[src/rtl/core/tccs_pkg.sv]
package tccs_pkg;

  // Screen geometry.
  localparam int COLUMNS = 80;
  localparam int ROWS    = 25;
  localparam int CELLS   = COLUMNS * ROWS;

  // Field widths of the channels.
  localparam int OP_W   = 2;
  localparam int CHAR_W = 8;
  localparam int ATTR_W = 8;
  localparam int RA_W   = 11;
  localparam int POS_W  = 11;
  localparam int CELL_W = CHAR_W + ATTR_W;

  // Store addressing and the width of the shared adder.
  localparam int ADDR_W = $clog2(CELLS);
  localparam int UW     = (ADDR_W + 1 > RA_W) ? ADDR_W + 1 : RA_W;
  localparam int COL_W  = $clog2(COLUMNS);
  localparam int ROW_W  = $clog2(ROWS);

  // First cell of the last row, where the upward copy of a scroll ends.
  localparam int SCROLL_END = (ROWS - 1) * COLUMNS;

  localparam logic [CHAR_W-1:0] CH_NEWLINE   = 8'd10;
  localparam logic [CHAR_W-1:0] CH_RETURN    = 8'd13;
  localparam logic [CHAR_W-1:0] CH_TAB       = 8'd9;
  localparam logic [CHAR_W-1:0] CH_BACKSPACE = 8'd8;
  localparam logic [CHAR_W-1:0] BLANK_CHAR   = 8'h20;
  localparam int                TAB_STEP     = 4;

  typedef enum logic [OP_W-1:0] {
    OP_PUT   = 2'd0,
    OP_CLEAR = 2'd1,
    OP_READ  = 2'd2
  } op_t;

  // Operands of the shared add and compare unit.
  typedef struct packed {
    logic [UW-1:0] a;
    logic [UW-1:0] b;
    logic [UW-1:0] lim;
  } alu_req_t;

  typedef struct packed {
    logic [UW-1:0] sum;
    logic          ge;
  } alu_rsp_t;

  // One write port and one read port of the screen store.
  typedef struct packed {
    logic              we;
    logic [ADDR_W-1:0] waddr;
    logic [CELL_W-1:0] wdata;
    logic [ADDR_W-1:0] raddr;
  } mem_req_t;

endpackage

[src/rtl/core/tccs_alu.sv]
module tccs_alu (
  input  tccs_pkg::alu_req_t req,
  output tccs_pkg::alu_rsp_t rsp
);
  import tccs_pkg::*;

  always_comb begin
    rsp.sum = req.a + req.b;
    rsp.ge  = (rsp.sum >= req.lim);
  end
endmodule

[config.mk]
export PLATFORM = sky130hd
export DESIGN_NAME = tccs_alu
export DESIGN_NICKNAME = d
export VERILOG_FILES = /design/src/rtl/core/tccs_pkg.sv /design/src/rtl/core/tccs_alu.sv
export SDC_FILE = /design/constraint.sdc
export NUM_CORES = 1
export LEC_CHECK = 0
export ABC_AREA = 0
export BUFFER_PORTS_ARGS = -buffer_cell sky130_fd_sc_hd__buf_2
export CORE_AREA = 2 2 43 45
export DETAILED_ROUTE_END_ITERATION = 12
export DIE_AREA = 0 0 45 47
export PLACE_DENSITY = 0.94
export SETUP_SLACK_MARGIN = 0.02
export SYNTH_ARGS = -nofsm -noshare
export SYNTH_HDL_FRONTEND = slang
export SYNTH_SLANG_ARGS = --single-unit
[constraint.sdc]
create_clock -name vclk -period 4.8
set_input_delay 0.24 -clock vclk [all_inputs]
set_output_delay 0.24 -clock vclk [all_outputs]
set_load 0.01 [all_outputs]
==> results.cfg <==
[clocking]
post_cts.repair.setup_buffers = 0
hold_buffers = 0
cts_resized = 0

[setup_path]
path_buf_inv = 2
critPathMaxStageDelay_ns = 0.43
crit_type = input port to primary output
cp_cell_sequence = buf_2 -> ha_1 -> fa_1 -> a211oi_2 -> o21ai_2 -> a2111oi_2 -> or3_1 -> xnor2_1 -> ha_1 -> a21o_1 -> a21oi_1 -> o21ai_1 -> buf_2
end_kind = primary output
crit_fanout = 3
crit_slowest_cell = fa_1
cp_top_family = compound AO/OA/AOI/OAI gates
worstPathArrival_ns = 2.84
cp.required_ns = 4.56
cp-start-kind = input port

[detailed_routing]
drc = 0
drtAntennaViolNets = 0
wl_per_cell_um = 11.2
drtIter0Drc = 3
viasPerCell = 5.22
vias = 830
dr.pass1.iters = 4
wirelength_mm = 1.79

[die]
fp.coreArea_um2 = 1650
start_util_pct = 44.5
dieArea_um2 = 2120
io_pins = 49
die_h_um = 47
rows = 15
fp.dieW_um = 45

[sta]
rsz0062_at_grt = false
finalSetupViolations = 0
finalCritPeriodShare_pct = 64.3
finalSetupTns_ns = 0
hold_viol = 0
period_minus_slack_ns = 3.08
tightestPinTransition_ns = 0.317
final_max_slew_viol_count = 0
slew_headroom_pct = 78.8
timing.fmax_mhz = 324
setup_slack_ns = 1.72

[global_route]
grt_max_degree = 7
grt_pass1_vias = 769
grt_antenna_before_repair = 0
grt_pass1_wl_mm = 2.88
grt_usage_pct = 17.7
grt_overflow = 0

[layout]
instances_no_fill = 159
drive_gt1_share_pct = 36.6
n_clock_buffer = 0
seq_cell_count = 0
final_nets = 204
nFillCells = 154
final_core_util_pct = 60.7
syn2layout_area_growth_pct = 36.2
ff_latch_area_um2 = 0
antenna_cells = 0

[synthesis]
syn_nets = 153
syn-cell-area_um2 = 736
seq_area_frac_synth_pct = 0
yosysWarnings = 0
synth_cells = 93
synth.distinct_cells = 27
syn-mean-instance-area_um2 = 7.91

[power]
p_total_uw = 169
p_leak_nw = 0.594
power_density_nw_per_um2 = 169
irDropWorstVdd_uv = 77.7

[min_path]
hp-class = input port to primary output

[placed_design]
place_ws_ns = 1.72
hpwl_mm = 1.68
portBuffers = 49
gp_congestion = 0.824
dp.cells = 159

[outcome]
outcome = completed

[run]
cap_violations = 0
final timing paths:
| check | start | end | slack [ns] | depth (start not counted) |
|---|---|---|---|---|
| worst max-delay path | req[12] | rsp[0] | 1.72 | 13 |
| worst min-delay path | req[24] | rsp[1] | 0.81 | 3 |
logic make-up (layout without fill, tap and decap cells):
group | after synthesis | after routing | share of synthesized area (%)
XOR/XNOR | 11 | 11 | 13.1
adder cells (fa/ha/maj) | 24 | 24 | 41.8
AND/OR/NAND/NOR | 17 | 17 | 11.4
AO/OA/AOI/OAI | 28 | 28 | 27.0
buffers and inverters | 13 | 62 | 6.63
worst min-delay path: cells and delay by family:
kind	cells	cell delay (ns)
buf+inv	2	0.21
fa+ha+maj	1	0.12
layer usage:
metal  part of all wire [%]  GRT usage [%]  wire length, um  up-vias
li1                       -              -                -      440
met1                     42           18.3              748      370
met2                     55           37.4              980       20
met3                    3.2           1.54               58        0
met4                      0           4.71                0        0
met5                      0              0                0        -
synth_stat cells:
master     number  area (um^2)
a311oi_1        1         8.76
or3_1           1         6.26
xor2_1          3         26.3
a211oi_2        1         12.5
a211oi_1        1         7.51
o21ai_2         1         8.76
o21bai_1        1         7.51
nor2b_1         1         6.26
ha_1           23          288
xnor2_1         8         70.1
nand3_1         3         15.0
nor2_1          3         11.3
o21ai_0         1         5.00
a31oi_1         2         12.5
o21ai_1         3         15.0
a21o_1          6         45.0
nand4_1         3         18.8
o2111ai_1       1         8.76
nand2b_1        1         6.26
nor3_1          1         5.00
a31o_1          1         8.76
inv_1          13         48.8
fa_1            1         20.0
nand2_1         4         15.0
a2111oi_2       1         15.0
a21oi_1         7         35.0
a211o_1         1         8.76
cell type report:
type	instances	area, um^2	share of cell area (%)
Tap cell	17	21.3	2.12
Inverter	13	48.8	4.87
Multi-Input combinational cell	80	687	68.5
Timing Repair Buffer	49	245	24.5
power breakdown:
part	leakage, nW	internal (mW)	total, mW	switching, mW
registers	0	0	0	0
logic	0.594	0.0805	0.169	0.0884
clock network	0	0	0	0
total	0.594	0.0805	0.169	0.0884
layout by cell type (no fill, tap or decap), drive strengths merged, types with 2 or more instances in the layout:
cell    Yosys  routed
nor2        3       3
buf         0      49
a21oi       7       7
nand3       3       3
xor2        3       3
a211oi      2       2
xnor2       8       8
nand4       3       3
a31oi       2       2
ha         23      23
a21o        6       6
o21ai       5       5
nand2       4       4
inv        13      13
through the flow:
step	cell area [um^2]	hold WS, ns
after floorplan	736	0.634
after global placement	1000	0.801
after detailed placement	1000	0.809
after CTS	1000	0.812
after global routing	1000	0.839
final	1000	0.807
Note: power is estimated with default switching activity, not from simulation.
